<file path="src/hw/rtl/line_follower_mode_controller_assert.svh">
// Assertion macros for the line follower mode controller.
`ifndef LINE_FOLLOWER_MODE_CONTROLLER_ASSERT_SVH
`define LINE_FOLLOWER_MODE_CONTROLLER_ASSERT_SVH

// Checked only while out of reset.
`define LFMC_ASSERT(label, clk, rst, prop, msg) \
   label: assert property (@(posedge clk) disable iff (rst) prop) else $error(msg);

// Checked at every edge, reset included.
`define LFMC_ASSERT_ALWAYS(label, clk, prop, msg) \
   label: assert property (@(posedge clk) prop) else $error(msg);

`endif

</file>
<file path="src/hw/rtl/lfmc_pkg.sv">
// Shared types, codes and helpers for the line follower mode controller.
package lfmc_pkg;

   localparam int BUMPER_W     = 6;
   localparam int DUTY_W       = 7;
   localparam int BLINK_W      = 8;
   localparam int LOST_W       = 10;
   localparam int HARD_W       = 3;
   localparam int CSR_INDEX_W  = 3;
   localparam int CSR_DATA_W   = 10;
   localparam int RSP_DATA_W   = 32;

   localparam logic [DUTY_W-1:0]  DUTY_MAX          = 7'd100;
   localparam logic [DUTY_W-1:0]  BASE_DUTY_RESET   = 7'd25;
   localparam logic [DUTY_W-1:0]  DUTY_BOOST_RESET  = 7'd10;
   localparam logic [BLINK_W-1:0] BLINK_TICKS_RESET = 8'd50;
   localparam logic [LOST_W-1:0]  LOST_LIMIT_RESET  = 10'd1000;
   localparam logic [HARD_W-1:0]  HARD_TURN_RESET   = 3'd3;

   localparam logic [CSR_INDEX_W-1:0] CSR_BASE_DUTY   = 3'd0;
   localparam logic [CSR_INDEX_W-1:0] CSR_DUTY_BOOST  = 3'd1;
   localparam logic [CSR_INDEX_W-1:0] CSR_BLINK_TICKS = 3'd2;
   localparam logic [CSR_INDEX_W-1:0] CSR_LOST_LIMIT  = 3'd3;
   localparam logic [CSR_INDEX_W-1:0] CSR_HARD_TURN   = 3'd4;

   typedef enum logic [2:0] {
      SKEW_SLIGHT_LEFT  = 3'd0,
      SKEW_SLIGHT_RIGHT = 3'd1,
      SKEW_HARD_LEFT    = 3'd2,
      SKEW_HARD_RIGHT   = 3'd3,
      SKEW_CENTERED     = 3'd4,
      SKEW_NO_TRACK     = 3'd5
   } skew_type;

   typedef enum logic [2:0] {
      COLOR_RED    = 3'd0,
      COLOR_YELLOW = 3'd1,
      COLOR_GREEN  = 3'd2,
      COLOR_CYAN   = 3'd3,
      COLOR_BLUE   = 3'd4,
      COLOR_WHITE  = 3'd5,
      COLOR_OFF    = 3'd6
   } color_type;

   typedef struct packed {
      skew_type  skew;
      color_type color;
   } class_type;

   // Listed high to low, so skew_code lands in the lowest bits of tdata.
   typedef struct packed {
      logic              tracking_mode;
      logic              front_lamps;
      logic [DUTY_W-1:0] right_duty;
      logic [DUTY_W-1:0] left_duty;
      logic              right_reverse;
      logic              left_reverse;
      logic              motors_enabled;
      logic              status_led;
      color_type         color_code;
      skew_type          skew_code;
   } rsp_type;

   function automatic logic [DUTY_W-1:0] cap_duty(input logic [DUTY_W:0] value);
      cap_duty = (value > {1'b0, DUTY_MAX}) ? DUTY_MAX : value[DUTY_W-1:0];
   endfunction

endpackage

</file>
<file path="src/hw/rtl/lfmc_classify.sv">
// Sensor skew classifier: half counts, skew code and LED color.
module lfmc_classify #(
   parameter int SENSOR_COUNT = 8
) (
   input  logic [SENSOR_COUNT-1:0]    sensor_bits,
   input  logic [lfmc_pkg::HARD_W-1:0] hard_turn_count,
   output lfmc_pkg::class_type        result
);

   localparam int RIGHT_N = SENSOR_COUNT / 2;
   localparam int LEFT_N  = SENSOR_COUNT - RIGHT_N;
   localparam int CNT_W   = $clog2(LEFT_N + 1);
   localparam int CMP_W   = (CNT_W > lfmc_pkg::HARD_W) ? CNT_W : lfmc_pkg::HARD_W;

   logic [CNT_W-1:0] right_cnt;
   logic [CNT_W-1:0] left_cnt;

   always_comb begin
      right_cnt = '0;
      left_cnt  = '0;
      for (int i = 0; i < SENSOR_COUNT; i++) begin
         if (i < RIGHT_N) begin
            right_cnt = right_cnt + CNT_W'(sensor_bits[i]);
         end else begin
            left_cnt = left_cnt + CNT_W'(sensor_bits[i]);
         end
      end
   end

   always_comb begin
      if (left_cnt == '0 && right_cnt == '0) begin
         result = '{skew: lfmc_pkg::SKEW_NO_TRACK, color: lfmc_pkg::COLOR_WHITE};
      end else if (right_cnt == '0) begin
         result = '{skew: lfmc_pkg::SKEW_HARD_LEFT, color: lfmc_pkg::COLOR_RED};
      end else if (left_cnt == '0 || CMP_W'(right_cnt) >= CMP_W'(hard_turn_count)) begin
         result = '{skew: lfmc_pkg::SKEW_HARD_RIGHT, color: lfmc_pkg::COLOR_BLUE};
      end else if (left_cnt > right_cnt) begin
         result = '{skew: lfmc_pkg::SKEW_SLIGHT_LEFT, color: lfmc_pkg::COLOR_YELLOW};
      end else if (left_cnt < right_cnt) begin
         result = '{skew: lfmc_pkg::SKEW_SLIGHT_RIGHT, color: lfmc_pkg::COLOR_CYAN};
      end else begin
         result = '{skew: lfmc_pkg::SKEW_CENTERED, color: lfmc_pkg::COLOR_GREEN};
      end
   end

endmodule

</file>
<file path="src/hw/rtl/line_follower_mode_controller.sv">
// Top level of the line follower mode controller: input stage, state update, result stage.
//
//  channel  direction  payload
//  req_*    in         tuser: mode; tdata: sensor_bits, bumper_bits (low bits first)
//  rsp_*    out        tdata: skew_code .. tracking_mode, 26 bits in 32
//  csr_*    in         csr_index selects register, csr_wdata holds the value
//
// One transaction per cycle unless rsp stalls; req passes the input, then the result register.
// The robot state updates as an item moves from the input register into
// the result register, so the next item always sees the updated state.
// A stalled rsp holds its result; one more req is taken into the input stage.
// Synchronous reset returns valids, robot state and configuration registers to defaults.
`include "line_follower_mode_controller_assert.svh"

module line_follower_mode_controller #(
   parameter int SENSOR_COUNT = 8
) (
   input  logic clock,
   input  logic reset,

   input  logic req_tvalid,
   output logic req_tready,
   input  logic req_tuser,                                          // mode
   input  logic [((SENSOR_COUNT + 6 + 7) / 8) * 8 - 1:0] req_tdata, // sensor_bits, bumper_bits

   output logic rsp_tvalid,
   input  logic rsp_tready,
   // skew_code, color_code, status_led, motors_enabled, left_reverse,
   // right_reverse, left_duty, right_duty, front_lamps, tracking_mode
   output logic [lfmc_pkg::RSP_DATA_W-1:0] rsp_tdata,

   input  logic                              csr_valid,
   output logic                              csr_ready,
   input  logic [lfmc_pkg::CSR_INDEX_W-1:0]  csr_index,
   input  logic [lfmc_pkg::CSR_DATA_W-1:0]   csr_wdata
);

   localparam int DUTY_W  = lfmc_pkg::DUTY_W;
   localparam int BLINK_W = lfmc_pkg::BLINK_W;
   localparam int LOST_W  = lfmc_pkg::LOST_W;
   localparam int RSP_W   = $bits(lfmc_pkg::rsp_type);

   // configuration registers
   logic [DUTY_W-1:0]           base_duty_ff;
   logic [DUTY_W-1:0]           duty_boost_ff;
   logic [BLINK_W-1:0]          blink_ticks_ff;
   logic [LOST_W-1:0]           lost_limit_ff;
   logic [lfmc_pkg::HARD_W-1:0] hard_turn_ff;

   // input stage
   logic                          in_valid_ff, in_valid_in;
   logic                          in_mode_ff;
   logic [SENSOR_COUNT-1:0]       in_sensor_ff;
   logic [lfmc_pkg::BUMPER_W-1:0] in_bumper_ff;

   // robot state
   logic run_mode_ff, run_mode_in;
   logic button_ff, button_in;
   logic [BLINK_W-1:0] blink_ff, blink_in;
   logic [LOST_W-1:0]  lost_ff, lost_in;
   logic led_ff, led_in;
   logic motors_ff, motors_in;
   logic left_dir_ff, left_dir_in;
   logic right_dir_ff, right_dir_in;
   logic [DUTY_W-1:0] left_duty_ff, left_duty_in;
   logic [DUTY_W-1:0] right_duty_ff, right_duty_in;

   // result stage
   logic              rsp_valid_ff, rsp_valid_in;
   lfmc_pkg::rsp_type rsp_ff, rsp_in;

   logic                advance;
   logic                req_fire;
   lfmc_pkg::class_type cls;
   logic [DUTY_W-1:0]   duty_lo;
   logic [DUTY_W-1:0]   duty_hi;
   logic [BLINK_W-1:0]  blink_inc;
   logic [LOST_W-1:0]   lost_inc;

   assign csr_ready  = 1'b1;
   assign advance    = in_valid_ff && (!rsp_valid_ff || rsp_tready);
   assign req_tready = !in_valid_ff || advance;
   assign req_fire   = req_tvalid && req_tready;
   assign rsp_tvalid = rsp_valid_ff;
   assign rsp_tdata  = {{(lfmc_pkg::RSP_DATA_W - RSP_W){1'b0}}, rsp_ff};

   assign in_valid_in  = req_fire ? 1'b1 : (advance ? 1'b0 : in_valid_ff);
   assign rsp_valid_in = advance ? 1'b1 : (rsp_tready ? 1'b0 : rsp_valid_ff);

   lfmc_classify #(
      .SENSOR_COUNT(SENSOR_COUNT)
   ) u_classify (
      .sensor_bits    (in_sensor_ff),
      .hard_turn_count(hard_turn_ff),
      .result         (cls)
   );

   assign duty_lo   = lfmc_pkg::cap_duty({1'b0, base_duty_ff});
   assign duty_hi   = lfmc_pkg::cap_duty({1'b0, duty_lo} + {1'b0, duty_boost_ff});
   assign blink_inc = blink_ff + 1'b1;
   assign lost_inc  = lost_ff + 1'b1;

   always_comb begin
      run_mode_in   = run_mode_ff;
      button_in     = button_ff;
      blink_in      = blink_ff;
      lost_in       = lost_ff;
      led_in        = led_ff;
      motors_in     = motors_ff;
      left_dir_in   = left_dir_ff;
      right_dir_in  = right_dir_ff;
      left_duty_in  = left_duty_ff;
      right_duty_in = right_duty_ff;

      if (!in_mode_ff) begin
         blink_in = blink_inc;
         if (!run_mode_ff) begin
            motors_in = 1'b0;
            if (cls.skew != lfmc_pkg::SKEW_NO_TRACK) begin
               if (blink_inc == blink_ticks_ff) begin
                  led_in   = !led_ff;
                  blink_in = '0;
               end
            end else begin
               led_in = 1'b0;
            end
         end else begin
            motors_in     = 1'b1;
            left_dir_in   = 1'b0;
            right_dir_in  = 1'b0;
            left_duty_in  = duty_lo;
            right_duty_in = duty_lo;
            case (cls.skew)
               lfmc_pkg::SKEW_SLIGHT_LEFT:  right_duty_in = duty_hi;
               lfmc_pkg::SKEW_SLIGHT_RIGHT: left_duty_in  = duty_hi;
               lfmc_pkg::SKEW_HARD_LEFT:    left_dir_in   = 1'b1;
               lfmc_pkg::SKEW_HARD_RIGHT:   right_dir_in  = 1'b1;
               default: ;
            endcase
            if (cls.skew == lfmc_pkg::SKEW_NO_TRACK) begin
               led_in  = 1'b0;
               lost_in = lost_inc;
               if (lost_inc == lost_limit_ff) begin
                  lost_in     = '0;
                  run_mode_in = 1'b0;
               end
            end else begin
               led_in  = 1'b1;
               lost_in = '0;
            end
         end
      end else begin
         // main button toggles, any other bumper drops to standby
         if (in_bumper_ff[0]) begin
            button_in   = !button_ff;
            run_mode_in = !button_ff;
         end else if (in_bumper_ff != '0) begin
            run_mode_in = 1'b0;
         end
      end

      rsp_in.skew_code      = in_mode_ff ? lfmc_pkg::SKEW_NO_TRACK : cls.skew;
      rsp_in.color_code     = in_mode_ff ? lfmc_pkg::COLOR_OFF : cls.color;
      rsp_in.status_led     = led_in;
      rsp_in.motors_enabled = motors_in;
      rsp_in.left_reverse   = left_dir_in;
      rsp_in.right_reverse  = right_dir_in;
      rsp_in.left_duty      = left_duty_in;
      rsp_in.right_duty     = right_duty_in;
      rsp_in.front_lamps    = motors_ff;
      rsp_in.tracking_mode  = run_mode_in;
   end

   always_ff @(posedge clock) begin
      if (reset) begin
         base_duty_ff   <= lfmc_pkg::BASE_DUTY_RESET;
         duty_boost_ff  <= lfmc_pkg::DUTY_BOOST_RESET;
         blink_ticks_ff <= lfmc_pkg::BLINK_TICKS_RESET;
         lost_limit_ff  <= lfmc_pkg::LOST_LIMIT_RESET;
         hard_turn_ff   <= lfmc_pkg::HARD_TURN_RESET;
      end else if (csr_valid && csr_ready) begin
         case (csr_index)
            lfmc_pkg::CSR_BASE_DUTY:   base_duty_ff   <= csr_wdata[DUTY_W-1:0];
            lfmc_pkg::CSR_DUTY_BOOST:  duty_boost_ff  <= csr_wdata[DUTY_W-1:0];
            lfmc_pkg::CSR_BLINK_TICKS: blink_ticks_ff <= csr_wdata[BLINK_W-1:0];
            lfmc_pkg::CSR_LOST_LIMIT:  lost_limit_ff  <= csr_wdata[LOST_W-1:0];
            lfmc_pkg::CSR_HARD_TURN:   hard_turn_ff   <= csr_wdata[lfmc_pkg::HARD_W-1:0];
            default: ;
         endcase
      end
   end

   always_ff @(posedge clock) begin
      if (reset) begin
         in_valid_ff   <= 1'b0;
         rsp_valid_ff  <= 1'b0;
         run_mode_ff   <= 1'b0;
         button_ff     <= 1'b0;
         blink_ff      <= '0;
         lost_ff       <= '0;
         led_ff        <= 1'b0;
         motors_ff     <= 1'b0;
         left_dir_ff   <= 1'b0;
         right_dir_ff  <= 1'b0;
         left_duty_ff  <= lfmc_pkg::BASE_DUTY_RESET;
         right_duty_ff <= lfmc_pkg::BASE_DUTY_RESET;
      end else begin
         in_valid_ff  <= in_valid_in;
         rsp_valid_ff <= rsp_valid_in;
         if (advance) begin
            run_mode_ff   <= run_mode_in;
            button_ff     <= button_in;
            blink_ff      <= blink_in;
            lost_ff       <= lost_in;
            led_ff        <= led_in;
            motors_ff     <= motors_in;
            left_dir_ff   <= left_dir_in;
            right_dir_ff  <= right_dir_in;
            left_duty_ff  <= left_duty_in;
            right_duty_ff <= right_duty_in;
         end
      end
   end

   // payload registers
   always_ff @(posedge clock) begin
      if (req_fire) begin
         in_mode_ff   <= req_tuser;
         in_sensor_ff <= req_tdata[SENSOR_COUNT-1:0];
         in_bumper_ff <= req_tdata[SENSOR_COUNT +: lfmc_pkg::BUMPER_W];
      end
      if (advance) begin
         rsp_ff <= rsp_in;
      end
   end

   `LFMC_ASSERT(a_track_tick_drives_motors, clock, reset,
      rsp_valid_ff && rsp_ff.color_code != lfmc_pkg::COLOR_OFF && rsp_ff.tracking_mode
         |-> rsp_ff.motors_enabled,
      "tracking tick result without motors enabled")
   `LFMC_ASSERT(a_no_track_color, clock, reset,
      rsp_valid_ff && rsp_ff.skew_code == lfmc_pkg::SKEW_NO_TRACK
         |-> rsp_ff.color_code == lfmc_pkg::COLOR_WHITE
             || rsp_ff.color_code == lfmc_pkg::COLOR_OFF,
      "no-track result with a track color")
   `LFMC_ASSERT_ALWAYS(a_duty_capped, clock,
      reset || (left_duty_ff <= lfmc_pkg::DUTY_MAX && right_duty_ff <= lfmc_pkg::DUTY_MAX),
      "wheel duty above full scale")

endmodule
</file>
<file path="config.mk">
export PLATFORM = sky130hd
export DESIGN_NAME = line_follower_mode_controller
export DESIGN_NICKNAME = d
export VERILOG_FILES = /design/src/hw/rtl/lfmc_pkg.sv /design/src/hw/rtl/lfmc_classify.sv /design/src/hw/rtl/line_follower_mode_controller.sv
export VERILOG_INCLUDE_DIRS = /design/src /design/src/hw/rtl
export SDC_FILE = /design/constraint.sdc
export NUM_CORES = 1
export LEC_CHECK = 0
export BUFFER_PORTS_ARGS = -buffer_cell sky130_fd_sc_hd__buf_2
export CORE_MARGIN = 2
export CORE_UTILIZATION = 30
export CTS_CLUSTER_DIAMETER = 120
export DETAILED_ROUTE_END_ITERATION = 7
export GPL_TIMING_DRIVEN = 0
export PLACE_DENSITY = 0.57
export SYNTH_ARGS = -nofsm -noshare
export SYNTH_HDL_FRONTEND = slang
export SYNTH_HIERARCHICAL = 1
export SYNTH_SLANG_ARGS = --single-unit
</file>
<file path="constraint.sdc">
create_clock -name clock -period 4.09 [get_ports clock]
set_input_delay 0.409 -clock clock [delete_from_list [all_inputs] [get_ports clock]]
set_output_delay 0.409 -clock clock [all_outputs]
set_load 0.01 [all_outputs]
</file>
==> summary by stage, run 1 <==
Yosys
Of all flip-flops after synthesis, the portion carrying an async set or reset was 0%. The synthesized cell area is roughly 6200 um2. The dominant register cell in the synthesized netlist is dfxtp_1. The synthesized design contains 41 enable-type register cells. The number of distinct library cell variants in the gate-level netlist after synthesis is roughly 70.

The largest area contributor in the synthesized netlist is dfxtp_1. For this run, the number of Yosys warnings is 6. After technology mapping, the gate count stands at 707. The number of storage elements in the synthesis netlist is 116.

The mean cell area of the mapped netlist is slightly below 9 um2. Of the post-synthesis cell area, the dominant cell type holds 24.09%. The sequential area share after synthesis is 43.84%.

After synthesis, the cell types taking the most area are dfxtp_1 (24%), edfxtp_1 (20%), nand2_1 (7.0%), nor2_1 (3.7%), a31oi_1 (3.4%).

Finish
The share of cells above drive strength 1 is 18.61%. The finished cells cover 7612 um2. From synthesis to final layout, the design area changed by 22.12%.

The final layout contains 848 nets. The count of antenna diodes in the layout is 0. The non-filler instance count after layout is ~1.1k. Cells fill 37.50% of the core in the end.

The number of filler instances in the final layout is 2098.

STA
The max-slew violation count is 0. The upper clock frequency limit is about 0.25 GHz. The post-route setup TNS is 0 ns. The slew at the pin with the worst max-slew slack is slightly below 0.8 ns. The number of setup violations in the final report is 0. The count of final hold-check violations is 0. The worst pin sits at a relative slew slack of between 40% and 50%. The time the worst path needs with I/O delays and setup is 3.922 ns. Setup repair after global routing left no endpoint under its margin. On the final layout, the worst clock skew is 0.006561 ns. The part of the cycle the worst path needs is between 90% and 100%.

Clock tree
CTS placed an instance of clkbuf_16 at the clock tree root. CTS saw 116 sinks. Hold repair after CTS inserted 0 buffers. The post-CTS clock slew at the launch and capture registers of the worst setup and hold paths is approximately 0.05 ns. TritonCTS built the clock tree. The clock passes through at most 2 buffers. The later pin in the worst-skew pair is clocked with a latency of 0.42 ns. In this run the number of H-tree levels came out at 4. The TritonCTS buffer count is 17.

Placement
During placement, the flow inserted port buffers numbering 58. In this run, placement finished with an instance count of around 1.0k. After legalization and detailed placement, the total HPWL measured around 12000 um.

The congestion estimate from routability-driven global placement came to roughly 0.82. After detailed placement, the total cell area comes to around 6900 um2.

Global route
The pin count of the biggest net entering global routing is 34. The number of global-route vias before repair is 4774. The number of antenna violations at the first check in global routing is 0.

The wire length of the first global-routing pass is around 26000 um. Global routing consumed, over all layers together, about 15% of the routing resources. The global-route congestion overflow total is 0.

Power and ir drop
Overall power consumption after layout is estimated at 3.288 mW. The leakage dissipation is 2.834 nW. The largest voltage drop on the vdd net is 0.3234 mV.

The total power per unit cell area is 432.0 nW/um2.

Drt
The number of design-rule violations left by the first detailed-router iteration is 338. The detailed-route vias per instance is 4.882. After detailed routing, the number of remaining DRC violations is 0.

In the final routed layout, each cell accounts on average for 15.08 um. The number of iterations in the first detailed-routing pass is 5. The final route contains 5253 vias.

The routed wire length is ~16000 um. The count of nets left with antenna violations once routing finished came out at 0.

Floorplanning
Measured along the x axis, the die boundary spans about 150 um. The initial utilization of the core area, before any placement, comes to between 30% and 40%. The floorplan step set the die height to 148.1 um.

The area of the die is 21950 um2. 70 I/O pins were placed. The total number of placement rows is 52. In this run the standard cell core region covers between 20000 and 25000 um2.

Critical path
For the worst setup path, the data arrival time is between 4 and 5 ns. The highest net fanout along the worst path is 4. The startpoint type of the worst setup path is a flop. STA puts the critical path data required time at about 4.3 ns. The classification of the worst setup path is flop to flop.

The element type at the critical path end is a flop.

Outcome
The run finished with clean final reports.

Job
The count of maximum capacitance violations is 0.

Worst hold path
The class of the tightest hold or removal check is primary input to flop.
critical path: stages, from the launching register on:
cell,delay (ns)
edfxtp_1,0.39
fa_1,0.55
ha_4,0.31
inv_1,0.04
ha_1,0.26
nor2b_1,0.13
maj3_2,0.23
o21bai_4,0.09
o41ai_4,0.49
nand2_1,0.11
or2_2,0.30
or4_1,0.55
nand2_1,0.11
nand2_1,0.10
metal layers:
| layer | wire length [um] | global-route usage [%] | vias up |
|---|---|---|---|
| met2 | 7176 | 23.17 | 126 |
| met3 | 808 | 3.834 | 22 |
| met1 | 8015 | 20.66 | 2430 |
| met5 | 0 | 0 | - |
| met4 | 222 | 4.762 | 0 |
| li1 | - | - | 2675 |
through the flow:
stage / setup WS [ns] / hold slack, ns
4_1_cts: -0.01164 / 0.1477
5_1_grt: 0.004625 / 0.1461
2_1_floorplan: 0.2171 / 0.4249
3_3_place_gp: -0.7162 / 0.4359
3_5_place_dp: -0.7034 / 0.4488
6_report: 0.1679 / 0.1620
registers in the layout, summed over array words and instances, names as in the netlist, 7 cells and up:
signal / count
base_duty_ff: 7
blink_ff: 8
blink_ticks_ff: 8
duty_boost_ff: 7
in_sensor_ff: 8
left_duty_ff: 7
lost_ff: 10
lost_limit_ff: 10
right_duty_ff: 7
rsp_tdata: 26
power breakdown:
group          total (mW)  leakage [nW]  switching [mW]  internal (mW)
Clock                1.54         0.288           0.550          0.992
Combinational       0.486          1.56           0.302          0.184
Sequential           1.26         0.986          0.0206           1.24
Total                3.29          2.83           0.872           2.42
timing repair:
item / 4_1_cts / 5_1_grt
resized for setup: 6 / 9
buffers inserted: 0 / 3
endpoints found under the setup margin: 51 / 15
gates cloned: 0 / 0
pin swaps: 1 / 5
synthesized netlist by cell type, drive strengths merged, types with 2 or more instances:
cell	count
and2	7
and3	5
nand3b	18
maj3	2
o21ai	30
a211o	5
nor3b	4
buf	20
or4	11
ha	17
a21o	4
clkbuf	27
nor4	8
nand4b	4
inv	26
o41ai	5
xnor2	14
dfxtp	75
nand2b	13
nor2	62
a311oi	3
fa	3
o311ai	4
nor3	15
mux2i	9
a31oi	34
nand4	3
nand3	20
xor2	10
or2	8
conb	2
o31ai	5
nor2b	14
mux2	2
a21oi	35
nor4b	2
o21a	3
a211oi	3
nand2	117
edfxtp	41
or3	6
layout by cell type (no fill, tap or decap), types with 5 or more instances in the layout:
cell type  count
a31oi_1       34
xnor2_1       13
clkbuf_1      26
o21ai_0       17
mux2i_1        9
ha_1          16
o21ai_2        6
buf_2         62
or4_1         11
edfxtp_1      41
or3_1          6
nor2b_1       14
and2_1         7
inv_1         25
nor4_1         8
or2_2          7
xor2_1        10
dfxtp_1       75
clkbuf_16     18
conb_1         7
nor3_1        13
nand3b_1      17
o31ai_1        5
buf_4         13
and3_1         5
a211o_1        5
a21oi_1       32
o21ai_1        6
nand2b_1      12
nor2_1        61
nand2_1      116
nand3_1       18
cell families (layout without fill, tap and decap cells):
logic type | Yosys count | count (layout) | share of synthesized area (%)
other cells | 2 | 7 | 0.1205
flops | 116 | 116 | 43.84
compound gates | 139 | 139 | 15.05
fa+ha+maj | 22 | 22 | 4.737
simple gates | 319 | 319 | 25.45
buf+inv | 74 | 168 | 5.499
mux | 11 | 11 | 1.807
xor+xnor | 24 | 24 | 3.493
worst paths after layout:
check / startpoint / end / slack, ns / cells after the start
max: in_sensor_ff[3]$_DFFE_PP_ / rsp_tdata[25]$_DFFE_PP_ / 0.17 / 13
min reg2reg: right_duty_ff[2]$_SDFFE_PP0P_ / right_duty_ff[2]$_SDFFE_PP0P_ / 0.46 / 2
min: req_tdata[11] / in_bumper_ff[3]$_DFFE_PP_ / 0.16 / 1
max reg2reg: in_sensor_ff[3]$_DFFE_PP_ / rsp_tdata[25]$_DFFE_PP_ / 0.17 / 13
area by class of cell:
cell class | instances | area [um2] | area share, %
clock buffers | 20 | 457.9 | 6.016
well taps | 270 | 337.8 | 4.438
repair buffers | 62 | 340.3 | 4.471
flip-flops and latches | 116 | 2733 | 35.90
inverters | 27 | 101.3 | 1.331
plain buffers | 47 | 244.0 | 3.205
clock inverters | 12 | 152.6 | 2.005
multi-input cells | 522 | 3246 | 42.64
No activity file was read; power rests on OpenSTA's default activity.
==> inputs of run 2 (changes only) <==
--- a/config.mk
+++ b/config.mk
@@ -7,6 +7,7 @@
 export NUM_CORES = 1
 export LEC_CHECK = 0
 export BUFFER_PORTS_ARGS = -buffer_cell sky130_fd_sc_hd__buf_2
+export CORE_ASPECT_RATIO = 1.25
 export CORE_MARGIN = 2
 export CORE_UTILIZATION = 30
 export CTS_CLUSTER_DIAMETER = 120
==> summary by stage, run 2 (synthesis gave the netlist of run 1 again) <==
Outcome
The flow ran to the end, and the final reports show no timing, DRC or antenna violations.

Floorplanning
Once the floorplan was initialized, standard cells occupied 30.79% of the core. From left edge to right edge, the die measures around 130 um. The total number of placement rows is 58. The core area is a little over 20000 um2. The area of the die is ~22000 um2.

Measured along the y axis, the die boundary spans 165.2 um. The number of placed I/O pins is 70.

Global route
The wire length of the first global-routing pass is around 25000 um. The number of antenna violations at the first check in global routing is 0. The number of global-route vias before repair is 4907. The global-route usage over all layers is 14.82%. The pin count of the biggest net entering global routing is 34.

The global-route congestion overflow total is 0.

Clock tree
The number of levels the H-tree was split into is 4. Clock-pin slew was measured on the worst setup and hold paths at 0.06 ns. TritonCTS built the clock tree.

The count of hold buffers inserted by post-cts repair is 0. CTS saw 116 sinks. Buffers inserted during clock tree synthesis total 17.

Clock tree synthesis selected as its root buffer the cell clkbuf_16. Clock latency on the worst-skew pair, taken at its later pin, is 0.42 ns. The number of buffers on the longest clock path is 2.

Worst hold path
Counting instances, the worst hold path has a depth of 1. The class of the tightest hold or removal check is primary input to flop.

Finish
Of the cells placed in the final design, the portion with a size suffix greater than 1 is 18.56%. The final layout contains 845 nets. Counting the fill cells in the layout gives 2084.

The count of antenna diodes in the layout is 0. The area growth from synthesis to layout is 20.81%. In the layout the commonest cells are nand2_1 (115), dfxtp_1 (75), nor2_1 (61), buf_2 (61), edfxtp_1 (41). The number of flip-flops under the largest register name is 26. The non-filler instance count after layout is 1073. The most common cell after layout, fill and taps aside is nand2_1.

Critical path
The critical path endpoint is rsp_tdata[25]$_DFFE_PP_. The launching point of the worst reg2reg path is in_sensor_ff[3]$_DFFE_PP_. For the worst setup path, the data required time is 4.26 ns. In this run the worst setup path begins at in_sensor_ff[3]$_DFFE_PP_.

The worst register-to-register path has a setup slack of 0.16 ns. The critical register-to-register path endpoint is rsp_tdata[25]$_DFFE_PP_. The count of cells along the worst register-to-register path is 13. Along the worst path, the maximum fanout reaches 6. The data arrival time of the critical path is 4.10 ns.

STA classifies the critical path startpoint as a flop. The classification of the worst setup path is flop to flop. STA classifies the critical path endpoint as a flop.

STA
Setup violations remaining at the end of the flow were counted as 0. The worst path uses a little over nine tenths of the clock period. The upper clock frequency limit is 0.2544 GHz. The max-slew violation count is 0. The count of final hold-check violations is 0.

Summed over all failing endpoints, the final setup total negative slack is 0 ns. For the final database, setup skew stands at 0.008428 ns. For the pin with the worst max-slew slack, the measured transition is 1.204 ns. The worst pin sits at a relative slew slack of 19.25%.

The time the worst path needs with I/O delays and setup is 3.930 ns. Hold is met by 0.1607 ns.

Power and ir drop
The sequential group share of total power is 39.4%. The net switching power figure is 876.0 uW. Power spread over the standard cell area amounts to 425.3 nW/um2.

For this design the static power due to leakage is 2.795 nW. The overall power after layout is 3.203 mW. The cell-internal power is 2.327 mW. Net switching is ~27% of the power.

Per report_power, the clock group accounts for 46.4% of the total. The share of total power in combinational logic is 14.3%. The largest voltage drop on the vdd net is ~0.29 mV.

Drt
The routed wire length is about 16000 um. In this run, the number of DRC markers left after iteration 0 of detailed routing was 339. The detailed-route vias per instance is between 4 and 5. After detailed routing, the number of remaining DRC violations is 0. For this run, the detailed router's first-pass iteration total came to 7. The routed layout has 5228 vias. The count of nets left with antenna violations once routing finished came out at 0. After detailed routing, the average wire length per cell comes to 14.72 um.

Placement
The cell count after placement is 1040. The congestion estimate from routability-driven global placement came to 0.8373. The detailed-placement wirelength estimate is 11700 um. During placement, the flow inserted port buffers numbering 58.

Job
Across the run, the number of max-cap violations was 0.
## run 2: layer usage
| layer | track usage [%] | vias to the layer above | routed length, um |
|---|---|---|---|
| met1 | 18.70 | 2434 | 7426 |
| li1 | - | 2657 | - |
| met2 | 24.26 | 116 | 7352 |
| met3 | 3.877 | 21 | 704 |
| met4 | 5.914 | 0 | 312 |
| met5 | 0 | - | 0 |
## run 2: power groups by stage
stage               Combinational (mW)  Clock, mW  Sequential [mW]
floorplan                        0.301          0             1.29
global placement                 0.434          0             1.28
detailed placement               0.439          0             1.28
CTS                              0.454       1.51             1.26
global route                     0.513       1.56             1.26
finish                           0.457       1.49             1.26
## run 2: worst min path at each step
stage	startpoint	endpoint	slack [ns]
floorplan	left_duty_ff[2]$_SDFFE_PP0P_	left_duty_ff[2]$_SDFFE_PP0P_	0.42
global placement	left_duty_ff[2]$_SDFFE_PP0P_	left_duty_ff[2]$_SDFFE_PP0P_	0.44
detailed placement	left_duty_ff[2]$_SDFFE_PP0P_	left_duty_ff[2]$_SDFFE_PP0P_	0.44
CTS	req_tdata[4]	in_sensor_ff[4]$_DFFE_PP_	0.15
global route	req_tdata[4]	in_sensor_ff[4]$_DFFE_PP_	0.15
finish	req_tdata[4]	in_sensor_ff[4]$_DFFE_PP_	0.16
## run 2: through the flow
stage	setup slack (ns)	area, um2	util [%]
2_1_floorplan	0.2171	6252	-
3_3_place_gp	-0.6896	6880	33.98
3_5_place_dp	-0.7342	6880	33.98
4_1_cts	0.009067	7507	37.08
5_1_grt	-0.01801	7531	37.20
6_report	0.1598	7531	37.20
## run 2: final cells by class
class / instances / area, um2 / share of cell area [%]
Inverter: 27 / 101.3 / 1.346
Sequential cell: 116 / 2733 / 36.29
Clock inverter: 13 / 148.9 / 1.977
Clock buffer: 19 / 442.9 / 5.881
Buffer: 46 / 239.0 / 3.173
Timing Repair Buffer: 60 / 305.3 / 4.054
Tap cell: 270 / 337.8 / 4.486
Multi-Input combinational cell: 522 / 3223 / 42.80
## run 2: worst max-delay path: stages, from the launching register on
cell,delay [ns]
edfxtp_1,0.40
fa_2,0.52
ha_4,0.29
inv_1,0.04
ha_1,0.26
nor2b_1,0.12
maj3_2,0.22
o21bai_4,0.09
o41ai_4,0.58
nand2_1,0.12
or2_2,0.31
or4_4,0.55
nand2_2,0.09
nand2_1,0.09
## run 2: timing repair
item,in CTS,in global routing
endpoints found under the setup margin,51,10
gates resized for setup,6,3
buffers inserted,0,2
pin swaps,1,5
